**src/basic_source_tokenizer_core_defines.svh**
```systemverilog
// assertion macros shared by the tokenizer
`ifndef BASIC_SOURCE_TOKENIZER_CORE_DEFINES_SVH
`define BASIC_SOURCE_TOKENIZER_CORE_DEFINES_SVH

// condition in the same cycle implies a property in that cycle
`define BSTOK_ASSERT_NOW(label, ante, cons, msg) \
   label: assert property (@(posedge clock) disable iff (reset) (ante) |-> (cons)) \
      else $error(msg);

// condition in one cycle implies a property in the next
`define BSTOK_ASSERT_NEXT(label, ante, cons, msg) \
   label: assert property (@(posedge clock) disable iff (reset) (ante) |=> (cons)) \
      else $error(msg);

`endif

```
**src/bstok_pkg.sv**
```systemverilog
package bstok_pkg;

   localparam logic [2:0] KIND_IDENT     = 3'd0;
   localparam logic [2:0] KIND_NUMBER    = 3'd1;
   localparam logic [2:0] KIND_OPERATOR  = 3'd2;
   localparam logic [2:0] KIND_STRING    = 3'd3;
   localparam logic [2:0] KIND_SEPARATOR = 3'd4;
   localparam logic [2:0] KIND_EXPR_END  = 3'd5;
   localparam logic [2:0] KIND_UNKNOWN   = 3'd6;

   localparam logic [7:0] CHAR_NEWLINE   = 8'd10;
   localparam logic [7:0] CHAR_TAB       = 8'd9;
   localparam logic [7:0] CHAR_VTAB      = 8'd11;
   localparam logic [7:0] CHAR_FORMFEED  = 8'd12;
   localparam logic [7:0] CHAR_RETURN    = 8'd13;
   localparam logic [7:0] CHAR_SPACE     = 8'h20;
   localparam logic [7:0] CHAR_QUOTE     = 8'h22;
   localparam logic [7:0] CHAR_DOLLAR    = 8'h24;
   localparam logic [7:0] CHAR_STAR      = 8'h2A;
   localparam logic [7:0] CHAR_PLUS      = 8'h2B;
   localparam logic [7:0] CHAR_COMMA     = 8'h2C;
   localparam logic [7:0] CHAR_MINUS     = 8'h2D;
   localparam logic [7:0] CHAR_SLASH     = 8'h2F;
   localparam logic [7:0] CHAR_SEMICOLON = 8'h3B;
   localparam logic [7:0] CHAR_EQUALS    = 8'h3D;
   localparam logic [7:0] CHAR_BACKSLASH = 8'h5C;

   typedef enum logic [3:0] {
      MODE_IDLE   = 4'b0001,
      MODE_IDENT  = 4'b0010,
      MODE_NUMBER = 4'b0100,
      MODE_STRING = 4'b1000
   } mode_type;

   typedef struct packed {
      logic [2:0] kind;
      logic [7:0] value;
      logic       has_byte;
      logic       tok_start;
      logic       tok_end;
      logic       last;
   } item_type;

endpackage

```
**src/bstok_lexer.sv**
```systemverilog
module bstok_lexer (
   input  logic               clock,
   input  logic               reset,
   input  logic               fire,
   input  logic [7:0]         text_byte,
   input  logic               end_of_input,
   output logic [1:0]         item_count,
   output bstok_pkg::item_type item0,
   output bstok_pkg::item_type item1
);

   bstok_pkg::mode_type mode_ff, mode_in;
   logic                esc_ff, esc_in;
   logic                line_ff, line_in;
   bstok_pkg::item_type slot [2];

   function automatic logic is_letter(input logic [7:0] b);
      return (b >= 8'h41 && b <= 8'h5A) || (b >= 8'h61 && b <= 8'h7A);
   endfunction

   function automatic logic is_digit(input logic [7:0] b);
      return b >= 8'h30 && b <= 8'h39;
   endfunction

   function automatic logic is_blank(input logic [7:0] b);
      return b == bstok_pkg::CHAR_SPACE || b == bstok_pkg::CHAR_TAB ||
             b == bstok_pkg::CHAR_VTAB || b == bstok_pkg::CHAR_FORMFEED ||
             b == bstok_pkg::CHAR_RETURN;
   endfunction

   function automatic logic is_operator(input logic [7:0] b);
      return b == bstok_pkg::CHAR_EQUALS || b == bstok_pkg::CHAR_PLUS ||
             b == bstok_pkg::CHAR_MINUS || b == bstok_pkg::CHAR_STAR ||
             b == bstok_pkg::CHAR_SLASH;
   endfunction

   function automatic bstok_pkg::item_type make_item(input logic [2:0] kind,
                                                    input logic [7:0] value,
                                                    input logic       has,
                                                    input logic       st,
                                                    input logic       en);
      bstok_pkg::item_type it;
      it.kind      = kind;
      it.value     = has ? value : 8'd0;
      it.has_byte  = has;
      it.tok_start = st;
      it.tok_end   = en;
      it.last      = 1'b0;
      return it;
   endfunction

   function automatic logic [2:0] mode_kind(input bstok_pkg::mode_type m);
      logic [2:0] k;
      unique case (m)
         bstok_pkg::MODE_IDENT:  k = bstok_pkg::KIND_IDENT;
         bstok_pkg::MODE_NUMBER: k = bstok_pkg::KIND_NUMBER;
         default:                k = bstok_pkg::KIND_STRING;
      endcase
      return k;
   endfunction

   always_comb begin
      logic       cont;
      logic       open;
      bstok_pkg::item_type close_item;
      bstok_pkg::item_type eol_item;
      bstok_pkg::item_type fresh;
      logic       fresh_valid;

      item_count = 2'd0;
      slot[0]    = '0;
      slot[1]    = '0;
      mode_in    = mode_ff;
      esc_in     = esc_ff;
      line_in    = line_ff;
      cont       = 1'b0;
      open       = (mode_ff != bstok_pkg::MODE_IDLE);
      close_item = make_item(mode_kind(mode_ff), 8'd0, 1'b0, 1'b0, 1'b1);
      eol_item   = make_item(bstok_pkg::KIND_EXPR_END, bstok_pkg::CHAR_NEWLINE,
                             1'b1, 1'b1, 1'b1);
      fresh       = '0;
      fresh_valid = 1'b0;

      if (end_of_input || text_byte == bstok_pkg::CHAR_NEWLINE) begin
         if (open) begin
            slot[item_count[0]] = close_item;
            item_count = item_count + 2'd1;
         end
         // end of input on an empty line is silent
         if (!end_of_input || line_ff) begin
            slot[item_count[0]] = eol_item;
            item_count = item_count + 2'd1;
         end
         mode_in = bstok_pkg::MODE_IDLE;
         esc_in  = 1'b0;
         line_in = 1'b0;
      end else begin
         line_in = 1'b1;
         if (mode_ff == bstok_pkg::MODE_STRING) begin
            if (esc_ff) begin
               esc_in = 1'b0;
               slot[0] = make_item(bstok_pkg::KIND_STRING, text_byte, 1'b1, 1'b0, 1'b0);
               item_count = 2'd1;
            end else if (text_byte == bstok_pkg::CHAR_BACKSLASH) begin
               esc_in = 1'b1;
            end else if (text_byte == bstok_pkg::CHAR_QUOTE) begin
               slot[0] = close_item;
               item_count = 2'd1;
               mode_in = bstok_pkg::MODE_IDLE;
               esc_in  = 1'b0;
            end else begin
               slot[0] = make_item(bstok_pkg::KIND_STRING, text_byte, 1'b1, 1'b0, 1'b0);
               item_count = 2'd1;
            end
         end else begin
            if (mode_ff == bstok_pkg::MODE_IDENT &&
                (is_letter(text_byte) || is_digit(text_byte) ||
                 text_byte == bstok_pkg::CHAR_DOLLAR)) begin
               slot[0] = make_item(bstok_pkg::KIND_IDENT, text_byte, 1'b1, 1'b0, 1'b0);
               item_count = 2'd1;
               cont = 1'b1;
            end else if (mode_ff == bstok_pkg::MODE_NUMBER && is_digit(text_byte)) begin
               slot[0] = make_item(bstok_pkg::KIND_NUMBER, text_byte, 1'b1, 1'b0, 1'b0);
               item_count = 2'd1;
               cont = 1'b1;
            end else if (open) begin
               slot[0] = close_item;
               item_count = 2'd1;
               mode_in = bstok_pkg::MODE_IDLE;
               esc_in  = 1'b0;
            end

            if (!cont) begin
               fresh_valid = 1'b1;
               if (is_blank(text_byte)) begin
                  fresh_valid = 1'b0;
               end else if (is_letter(text_byte)) begin
                  mode_in = bstok_pkg::MODE_IDENT;
                  fresh = make_item(bstok_pkg::KIND_IDENT, text_byte, 1'b1, 1'b1, 1'b0);
               end else if (is_digit(text_byte)) begin
                  mode_in = bstok_pkg::MODE_NUMBER;
                  fresh = make_item(bstok_pkg::KIND_NUMBER, text_byte, 1'b1, 1'b1, 1'b0);
               end else if (is_operator(text_byte)) begin
                  fresh = make_item(bstok_pkg::KIND_OPERATOR, text_byte, 1'b1, 1'b1, 1'b1);
               end else if (text_byte == bstok_pkg::CHAR_QUOTE) begin
                  mode_in = bstok_pkg::MODE_STRING;
                  esc_in  = 1'b0;
                  fresh = make_item(bstok_pkg::KIND_STRING, 8'd0, 1'b0, 1'b1, 1'b0);
               end else if (text_byte == bstok_pkg::CHAR_COMMA) begin
                  fresh = make_item(bstok_pkg::KIND_SEPARATOR, text_byte, 1'b1, 1'b1, 1'b1);
               end else if (text_byte == bstok_pkg::CHAR_SEMICOLON) begin
                  fresh = make_item(bstok_pkg::KIND_EXPR_END, text_byte, 1'b1, 1'b1, 1'b1);
               end else begin
                  fresh = make_item(bstok_pkg::KIND_UNKNOWN, text_byte, 1'b1, 1'b1, 1'b1);
               end
               if (fresh_valid) begin
                  slot[item_count[0]] = fresh;
                  item_count = item_count + 2'd1;
               end
            end
         end
      end

      // flag the final item of this request
      if (item_count == 2'd2) begin
         slot[1].last = 1'b1;
      end else if (item_count == 2'd1) begin
         slot[0].last = 1'b1;
      end
   end

   assign item0 = slot[0];
   assign item1 = slot[1];

   always_ff @(posedge clock) begin
      if (reset) begin
         mode_ff <= bstok_pkg::MODE_IDLE;
         esc_ff  <= 1'b0;
         line_ff <= 1'b0;
      end else if (fire) begin
         mode_ff <= mode_in;
         esc_ff  <= esc_in;
         line_ff <= line_in;
      end
   end

endmodule

```
**src/bstok_result_buffer.sv**
```systemverilog
module bstok_result_buffer (
   input  logic               clock,
   input  logic               reset,
   input  logic [1:0]         push_count,
   input  bstok_pkg::item_type push0,
   input  bstok_pkg::item_type push1,
   output logic [1:0]         space,
   output logic               out_valid,
   input  logic               out_ready,
   output bstok_pkg::item_type out_item
);

   bstok_pkg::item_type slot0_ff, slot0_in;
   bstok_pkg::item_type slot1_ff, slot1_in;
   logic [1:0]          count_ff, count_in;
   logic                pop;
   logic [1:0]          remain;

   assign out_valid = (count_ff != 2'd0);
   assign out_item  = slot0_ff;
   assign pop       = out_valid && out_ready;
   assign remain    = count_ff - {1'b0, pop};
   assign space     = 2'd2 - remain;

   always_comb begin
      slot0_in = pop ? slot1_ff : slot0_ff;
      slot1_in = slot1_ff;
      // new items append behind whatever stays after the pop
      if (push_count != 2'd0) begin
         if (remain == 2'd0) begin
            slot0_in = push0;
         end else begin
            slot1_in = push0;
         end
      end
      if (push_count == 2'd2) begin
         slot1_in = push1;
      end
      count_in = remain + push_count;
   end

   always_ff @(posedge clock) begin
      if (reset) begin
         count_ff <= 2'd0;
      end else begin
         count_ff <= count_in;
      end
   end

   always_ff @(posedge clock) begin
      slot0_ff <= slot0_in;
      slot1_ff <= slot1_in;
   end

endmodule

```
**src/basic_source_tokenizer_core.sv**
```systemverilog
// an accepted request is registered; its results pass via the result buffer to the outputs
// throughput: one request per cycle while rsp_ready is high and each byte gives at most
// one result; a byte that closes a token and opens another fills the two-entry result
// buffer with both of its results
// reset: synchronous, clears the lexer mode, escape and line flags and empties the buffers
module basic_source_tokenizer_core (
   input  logic       clock,
   input  logic       reset,
   input  logic       req_valid,
   output logic       req_ready,
   input  logic [7:0] req_text_byte,
   input  logic       req_end_of_input,
   output logic       rsp_valid,
   input  logic       rsp_ready,
   output logic [2:0] rsp_token_kind,
   output logic [7:0] rsp_value_byte,
   output logic       rsp_has_byte,
   output logic       rsp_token_start,
   output logic       rsp_token_end,
   output logic       rsp_last_result
);

`include "basic_source_tokenizer_core_defines.svh"

   logic                in_valid_ff, in_valid_in;
   logic [7:0]          text_ff;
   logic                eoi_ff;
   logic                fire;
   logic [1:0]          item_count;
   logic [1:0]          space;
   bstok_pkg::item_type item0, item1, head;

   // the held request is consumed once its results fit in the buffer
   assign fire        = in_valid_ff && (item_count <= space);
   assign req_ready   = !in_valid_ff || fire;
   assign in_valid_in = (req_valid && req_ready) || (in_valid_ff && !fire);

   always_ff @(posedge clock) begin
      if (reset) begin
         in_valid_ff <= 1'b0;
      end else begin
         in_valid_ff <= in_valid_in;
      end
   end

   always_ff @(posedge clock) begin
      if (req_valid && req_ready) begin
         text_ff <= req_text_byte;
         eoi_ff  <= req_end_of_input;
      end
   end

   bstok_lexer u_lexer (
      .clock        (clock),
      .reset        (reset),
      .fire         (fire),
      .text_byte    (text_ff),
      .end_of_input (eoi_ff),
      .item_count   (item_count),
      .item0        (item0),
      .item1        (item1)
   );

   bstok_result_buffer u_buffer (
      .clock      (clock),
      .reset      (reset),
      .push_count (fire ? item_count : 2'd0),
      .push0      (item0),
      .push1      (item1),
      .space      (space),
      .out_valid  (rsp_valid),
      .out_ready  (rsp_ready),
      .out_item   (head)
   );

   assign rsp_token_kind  = head.kind;
   assign rsp_value_byte  = head.value;
   assign rsp_has_byte    = head.has_byte;
   assign rsp_token_start = head.tok_start;
   assign rsp_token_end   = head.tok_end;
   assign rsp_last_result = head.last;

   `BSTOK_ASSERT_NEXT(a_held_request_kept, in_valid_ff && !fire, in_valid_ff, "request lost")
   `BSTOK_ASSERT_NOW(a_pair_last_flag, in_valid_ff && item_count == 2'd2, !item0.last && item1.last, "last flag misplaced")
   `BSTOK_ASSERT_NOW(a_no_byte_zero, rsp_valid && !rsp_has_byte, rsp_value_byte == 8'd0, "stray value byte")

endmodule

```
**config.mk**
```make
export PLATFORM = sky130hd
export DESIGN_NAME = basic_source_tokenizer_core
export DESIGN_NICKNAME = d
export VERILOG_FILES = /design/src/bstok_pkg.sv /design/src/bstok_lexer.sv /design/src/bstok_result_buffer.sv /design/src/basic_source_tokenizer_core.sv
export VERILOG_INCLUDE_DIRS = /design/src /design/src/src
export SDC_FILE = /design/constraint.sdc
export NUM_CORES = 1
export LEC_CHECK = 0
export ABC_AREA = 1
export BUFFER_PORTS_ARGS = -buffer_cell sky130_fd_sc_hd__buf_2
export CORE_MARGIN = 4
export CORE_UTILIZATION = 60
export CTS_CLUSTER_SIZE = 16
export DETAILED_ROUTE_END_ITERATION = 8
export PLACE_DENSITY = 0.8
export SLEW_MARGIN = 15
export SYNTH_ARGS = -nofsm -noshare
export SYNTH_HDL_FRONTEND = slang
export SYNTH_HIERARCHICAL = 1
export SYNTH_SLANG_ARGS = --single-unit
```
**constraint.sdc**
```tcl
create_clock -name clock -period 5.2 [get_ports clock]
set_clock_uncertainty 0.05 [all_clocks]
set_input_delay 1.04 -clock clock [delete_from_list [all_inputs] [get_ports clock]]
set_output_delay 1.04 -clock clock [all_outputs]
set_load 0.05 [all_outputs]
```
==> impl_metrics.ini, run 1 <==
[layout]
final_layout_size_suffix_gt1_frac = 0.198
design.final.nets = 518
final_cell_count_no_fill = 566
insertedDiodeCount = 0
synthToLayoutAreaGrowth_pct = 8.84

[run]
max_cap_violations = 0

[clock_tree]
cts.repair_timing.setup_buffer_count = 0
post_cts_hold_buffer_count = 0
cts-root-to-sink-buffers = 2
tritoncts_clock_tree = yes
cts_root_buffer = clkbuf_8
clk_pin_slew_worst_paths_ns = 0.09
number_of_gates_given_a_new_drive_strength_after_cts = 0
cts-buffers-inserted = 5
cts.sinks = 48
clkLatencyLatePin_ns = 0.31
cts-htree-levels = 2

[floorplan]
floorplan.initialDensity = 0.635
dieArea_mm2 = 0.00680
number_of_top_level_design_ports = 30
die_x_um = 82.5
num_rows = 26
floorplan.die.height_um = 82.5
core_region_area_mm2 = 0.00524

[timing]
report.final.setup_viol = 0
worst_pin_slew_ns = 0.655
setup_total_negative_slack_ns = 0
hold_slack_ns = 0.429
min_cycle_time_layout_ns = 4.28
worst_slack_ns = 0.920
fin_crit_share = 0.823
maxClockFrequency_mhz = 234
max-slew-margin-rel = 0.563
unrepaired_setup_endpoints_after_global_routing = no
final_max_slew_viol_count = 0
report.final.hold_viol_count = 0

[placed_design]
routability_congestion = 0.915
place_ws_ns = 0.637
hpwlAfterDp_um = 5660
portBuffers = 29
dp.cells = 558

[route]
routed_via_density = 5.12
routed-via-count = 2899
drtAntennaViolNets = 0
wl_um = 7070
remaining_design_rule_violation_count = 0
initialDrtViolationCount = 200
drt_first_pass_iters = 5
wire_length_per_cell_after_detailed_routing_um = 12.5

[synth]
yosys_warnings = 6
synth.lib_cells_used.distinct = 38
avgSynthCellArea_um2 = 7.08
seq_area_frac_synth = 0.361
yosys_most_used_dff = edfxtp_1
post_synth_edffs = 24
post_synth_instance_area_mm2 = 0.00333
ys_ff_latch = 48
syn_inst = 470
synth_async_sr_flop_share = 0
postSynthNetCount = 493

[critical_path]
timing.critical_path.fanout_max = 5
required_ns = 4.11
setup.worst_path.start_class = flip-flop
worst-setup-path-type = reg2out
worstPathArrival_ns = 3.19
critPathCaptureType = primary output

[global_route]
grt_start_max_net_pins = 20
first_global_vias = 2718
overflow = 0
grt_use_total = 0.230
antenna_found_initial = 0
grt_pass1_wl_um = 12100

[pwr]
worst_ir_drop_vdd_mv = 0.275
internal_power_uw = 996
cellPowerDensity_mw_per_mm2 = 546
p_switching_uw = 979
p_comb_frac = 0.543
sequentialPowerShare = 0.302
p_leak_uw = 0.00184
p_clk_frac = 0.155
sw_frac_of_total = 0.496

[outcome]
status = complete, no violations

[hold_path]
min_delay_worst_type = reg2reg
-- cells in the mapped netlist, types with 2 or more instances --
master	count	area, um^2
a21oi_1	8	40.0
a21oi_2	3	26.3
buf_2	4	20.0
buf_4	2	15.0
buf_6	3	33.8
clkbuf_2	2	10.0
dfxtp_1	24	480
edfxtp_1	24	721
ha_1	10	125
inv_1	69	259
inv_2	13	48.8
nand2_1	143	537
nand2_2	12	75.1
nand2_4	4	45.0
nand3_1	58	290
nand3_2	5	50.1
nand3_4	2	35.0
nand4_1	2	12.5
nor2_1	33	124
nor2_2	5	31.3
nor2_4	3	33.8
nor2_8	2	40.0
nor3_1	5	25.0
nor3_2	3	30.0
o21ai_0	12	60.1
o21ai_1	5	25.0
o21ai_2	2	17.5
o21ai_4	2	32.5
-- path summary, 6_finish.rpt --
kind	startpoint	end	slack, ns	depth (start not counted)
worst max-delay path	text_ff[7]	req_ready	0.92	16
worst min register to register	u_lexer/line_ff	u_lexer/line_ff	0.43	2
worst max register to register	text_ff[7]	u_buffer/slot1_ff[2]	1.11	19
worst min-delay path	u_lexer/line_ff	u_lexer/line_ff	0.43	2
-- registers in the layout (all words and copies together) (netlist names) --
| register | count |
|---|---|
| text_ff | 8 |
| in_valid_ff | 1 |
| u_lexer/esc_ff | 1 |
| u_buffer/slot1_ff | 15 |
| u_buffer/out_item | 15 |
| eoi_ff | 1 |
| u_buffer/count_ff | 2 |
| u_lexer/line_ff | 1 |
| u_lexer/mode_ff | 4 |
-- cell usage in the layout (no fill, tap or decap), types with 2 or more instances in the layout --
master,instances
nand2_1,143
inv_1,69
nand3_1,58
nor2_1,33
buf_2,29
edfxtp_1,24
dfxtp_1,24
inv_2,13
nand2_2,12
o21ai_0,11
ha_1,10
a21oi_1,8
nand3_2,5
clkbuf_8,5
nor2_2,5
nor3_1,5
o21ai_1,5
nand2_4,4
a21oi_2,3
o21ai_2,3
nor3_2,3
nor2_4,3
o21ai_4,2
nand3_4,2
nor2_8,2
nand4_1,2
-- cell families (layout without fill, tap and decap cells) --
family | after synthesis | after routing | share of synthesized area
AND/OR/NAND/NOR | 278 | 278 | 0.404
buffers and inverters | 95 | 121 | 0.119
flip-flops | 48 | 48 | 0.361
AO/OA/AOI/OAI | 38 | 38 | 0.0753
adder cells (fa/ha/maj) | 10 | 10 | 0.0376
XOR/XNOR | 1 | 1 | 0.00263
-- power by group through the flow --
| stage | registers (uW) | clock network, uW | logic, uW |
|---|---|---|---|
| 3_5_place_dp | 607 | 0 | 1070 |
| 3_3_place_gp | 603 | 0 | 1040 |
| 6_report | 597 | 305 | 1070 |
| 5_1_grt | 611 | 335 | 1200 |
| 4_1_cts | 599 | 311 | 1070 |
| 2_1_floorplan | 812 | 0 | 658 |
-- stage by stage --
stage	util	instance area [um^2]	total power, uW
finish	0.691	3620	1970
global route	0.691	3620	2140
CTS	0.690	3620	1980
detailed placement	0.665	3480	1670
global placement	0.665	3480	1650
floorplan	-	3330	1470
-- worst max-delay path, cell delays in order (launching register included) --
cell	delay, ns
edfxtp_1	0.45
inv_2	0.10
nand2_1	0.13
nor3_2	0.22
nand3_1	0.12
nand2_1	0.22
inv_1	0.17
ha_1	0.32
nor2_1	0.04
nand2_1	0.09
nand3_2	0.08
nand2_2	0.09
inv_1	0.06
ha_1	0.29
nand2_1	0.10
nand3_2	0.15
buf_2	0.25
-- metal layers --
metal | vias to the layer above | part of all wire | global-route usage
li1 | 1528 | - | -
met1 | 1271 | 0.43 | 0.272
met2 | 85 | 0.51 | 0.419
met3 | 15 | 0.042 | 0.0325
met4 | 0 | 0.019 | 0.0847
met5 | - | 0 | 0
-- final cells by class --
type / count / area [um^2]
inverters: 83 / 313
clock inverters: 2 / 38.8
flip-flops and latches: 48 / 1200
multi-input cells: 327 / 1730
well taps: 70 / 87.6
fillers: 472 / 1620
clock buffers: 6 / 93.8
repair buffers: 30 / 153
Power figures use the tool's default switching activity.
==> inputs of run 2 (changes only) <==
CORE_UTILIZATION = 54   (was 60)
PLACE_DENSITY = 0.76   (was 0.8)
clock period = 3.5 ns   (was 5.2 ns; I/O delays follow)
==> impl_metrics.ini, run 2 (synthesis results as in run 1) <==
[global_route]
first_global_vias = 2724
grt_start_max_net_pins = 20
overflow = 0
antenna_found_initial = 0
grt_use_total = 0.206
grt_pass1_wl_um = 12400

[critical_path]
critPathCaptureType = primary output
r2r_slack_ns = 0.26
rr_endpoint = u_buffer/slot1_ff[12]
r2r_start = text_ff[4]
worst-setup-path-type = reg2out
worstPathArrival_ns = 2.62
setup.worst_path.start_class = flip-flop
path_common_cell = nand2_2
crit_slowest_cell = edfxtp_1
cp_slowest_stage_delay_ns = 0.56
timing.critical_path.fanout_max = 6
critPathTopFamily = simple AND/OR/NAND/NOR gates
required_ns = 2.75
cp.buffers_inverters = 3
worst_reg2reg_path_depth = 18
cp_cell_sequence = nor3_4 > nand3_1 > nand2_2 > inv_4 > ha_4 > nor2_1 > nand2_1 > nand3_2 > nand2_2 > inv_1 > ha_1 > nand2_2 > nand3_4 > buf_8

[floorplan]
dieArea_mm2 = 0.00748
num_rows = 28
number_of_top_level_design_ports = 30
floorplan.initialDensity = 0.558
die_x_um = 86.5
core_region_area_mm2 = 0.00596
floorplan.die.height_um = 86.5

[route]
wl_um = 7530
remaining_design_rule_violation_count = 0
initialDrtViolationCount = 189
routed-via-count = 3034
drtAntennaViolNets = 0
routed_via_density = 5.13
drt_first_pass_iters = 5
wire_length_per_cell_after_detailed_routing_um = 12.7

[clock_tree]
cts-buffers-inserted = 5
cts-root-to-sink-buffers = 2
post_cts_hold_buffer_count = 0
tritoncts_clock_tree = yes
clk_pin_slew_worst_paths_ns = 0.09
clkLatencyLatePin_ns = 0.31
cts.sinks = 48
cts-htree-levels = 2
cts_root_buffer = clkbuf_8

[pwr]
fin_total_pwr_uw = 3040
p_leak_uw = 0.00195
cellPowerDensity_mw_per_mm2 = 788
worst_ir_drop_vdd_mv = 0.540

[timing]
worst_pin_slew_ns = 0.477
min_cycle_time_layout_ns = 3.37
report.final.hold_viol_count = 0
max-slew-margin-rel = 0.681
setup_total_negative_slack_ns = 0
maxClockFrequency_mhz = 297
report.final.setup_viol = 0
fin_crit_share = 0.962
final_max_slew_viol_count = 0

[layout]
fill_cells = 540
final_common_cell = nand2_1
synthToLayoutAreaGrowth_pct = 16.0
final_layout_size_suffix_gt1_frac = 0.256
multi_input_comb_area_mm2 = 0.00182
finish.utilization = 0.648
insertedDiodeCount = 0
final_cell_mix = nand2_1 (139), inv_1 (66), nand3_1 (57), nor2_1 (30), buf_2 (28)
area.sequential_mm2 = 0.00120
fin_area_mm2 = 0.00386
design.final.nets = 538
final_cell_count_no_fill = 591

[hold_path]
min_delay_worst_type = reg2reg
worst_hold_path_cell_count = 2
hold_path_startpoint = u_lexer/line_ff
min_to = u_lexer/line_ff

[placed_design]
dp.cells = 570
detailed_place.area_mm2 = 0.00355
hpwlAfterDp_um = 5840
routability_congestion = 0.897
portBuffers = 29

[outcome]
status = complete, no violations

[run]
max_cap_violations = 0
-- run 2: worst max path at each step --
stage,from,cells past startpoint,slack (ns),endpoint
after floorplan,text_ff[7],21,0.02,u_buffer/slot1_ff[0]
after global placement,text_ff[7],19,0.26,u_buffer/slot1_ff[13]
after detailed placement,text_ff[7],19,0.14,u_buffer/slot1_ff[12]
after CTS,text_ff[6],16,0.02,req_ready
after global routing,text_ff[3],13,-0.02,req_ready
final,text_ff[4],14,0.13,req_ready
-- run 2: area by class of cell --
type	count	area share
Clock inverter	3	0.0120
Tap cell	75	0.0243
Inverter	83	0.0820
Clock buffer	5	0.0178
Timing Repair Buffer	50	0.0820
Multi-Input combinational cell	327	0.470
Sequential cell	48	0.311
-- run 2: through the flow --
stage / hold WS (ns) / worst slack (ns)
2_1_floorplan: 0.388 / 0.0235
3_3_place_gp: 0.408 / 0.260
3_5_place_dp: 0.407 / 0.136
4_1_cts: 0.422 / 0.0188
5_1_grt: 0.451 / -0.0244
6_report: 0.423 / 0.132
-- run 2: metal layers --
layer | track usage | part of all wire
met5 | 0 | 0
met4 | 0.0878 | 0.026
met3 | 0.0333 | 0.056
met2 | 0.344 | 0.47
met1 | 0.262 | 0.45
-- run 2: what timing repair did --
action / 4_1_cts / 5_1_grt
buffers inserted: 4 / 9
pin swaps: 1 / 12
resized for setup: 4 / 22
endpoints found under the setup margin: 1 / 32
-- run 2: where the power goes --
| group | switching [uW] | leakage [uW] | internal (uW) |
|---|---|---|---|
| sequential | 92.7 | 0.000424 | 793 |
| combinational | 1210 | 0.00147 | 525 |
| clock | 204 | 0.0000548 | 215 |
| total | 1510 | 0.00195 | 1530 |
-- run 2: worst register-to-register path, delay by kind of cell, from the launching register on --
kind                     cells  cell delay, ns
buffers and inverters        3            0.20
adder cells (fa/ha/maj)      2            0.55
flip-flops                   1            0.56
AO/OA/AOI/OAI                1            0.26
AND/OR/NAND/NOR             12            1.26
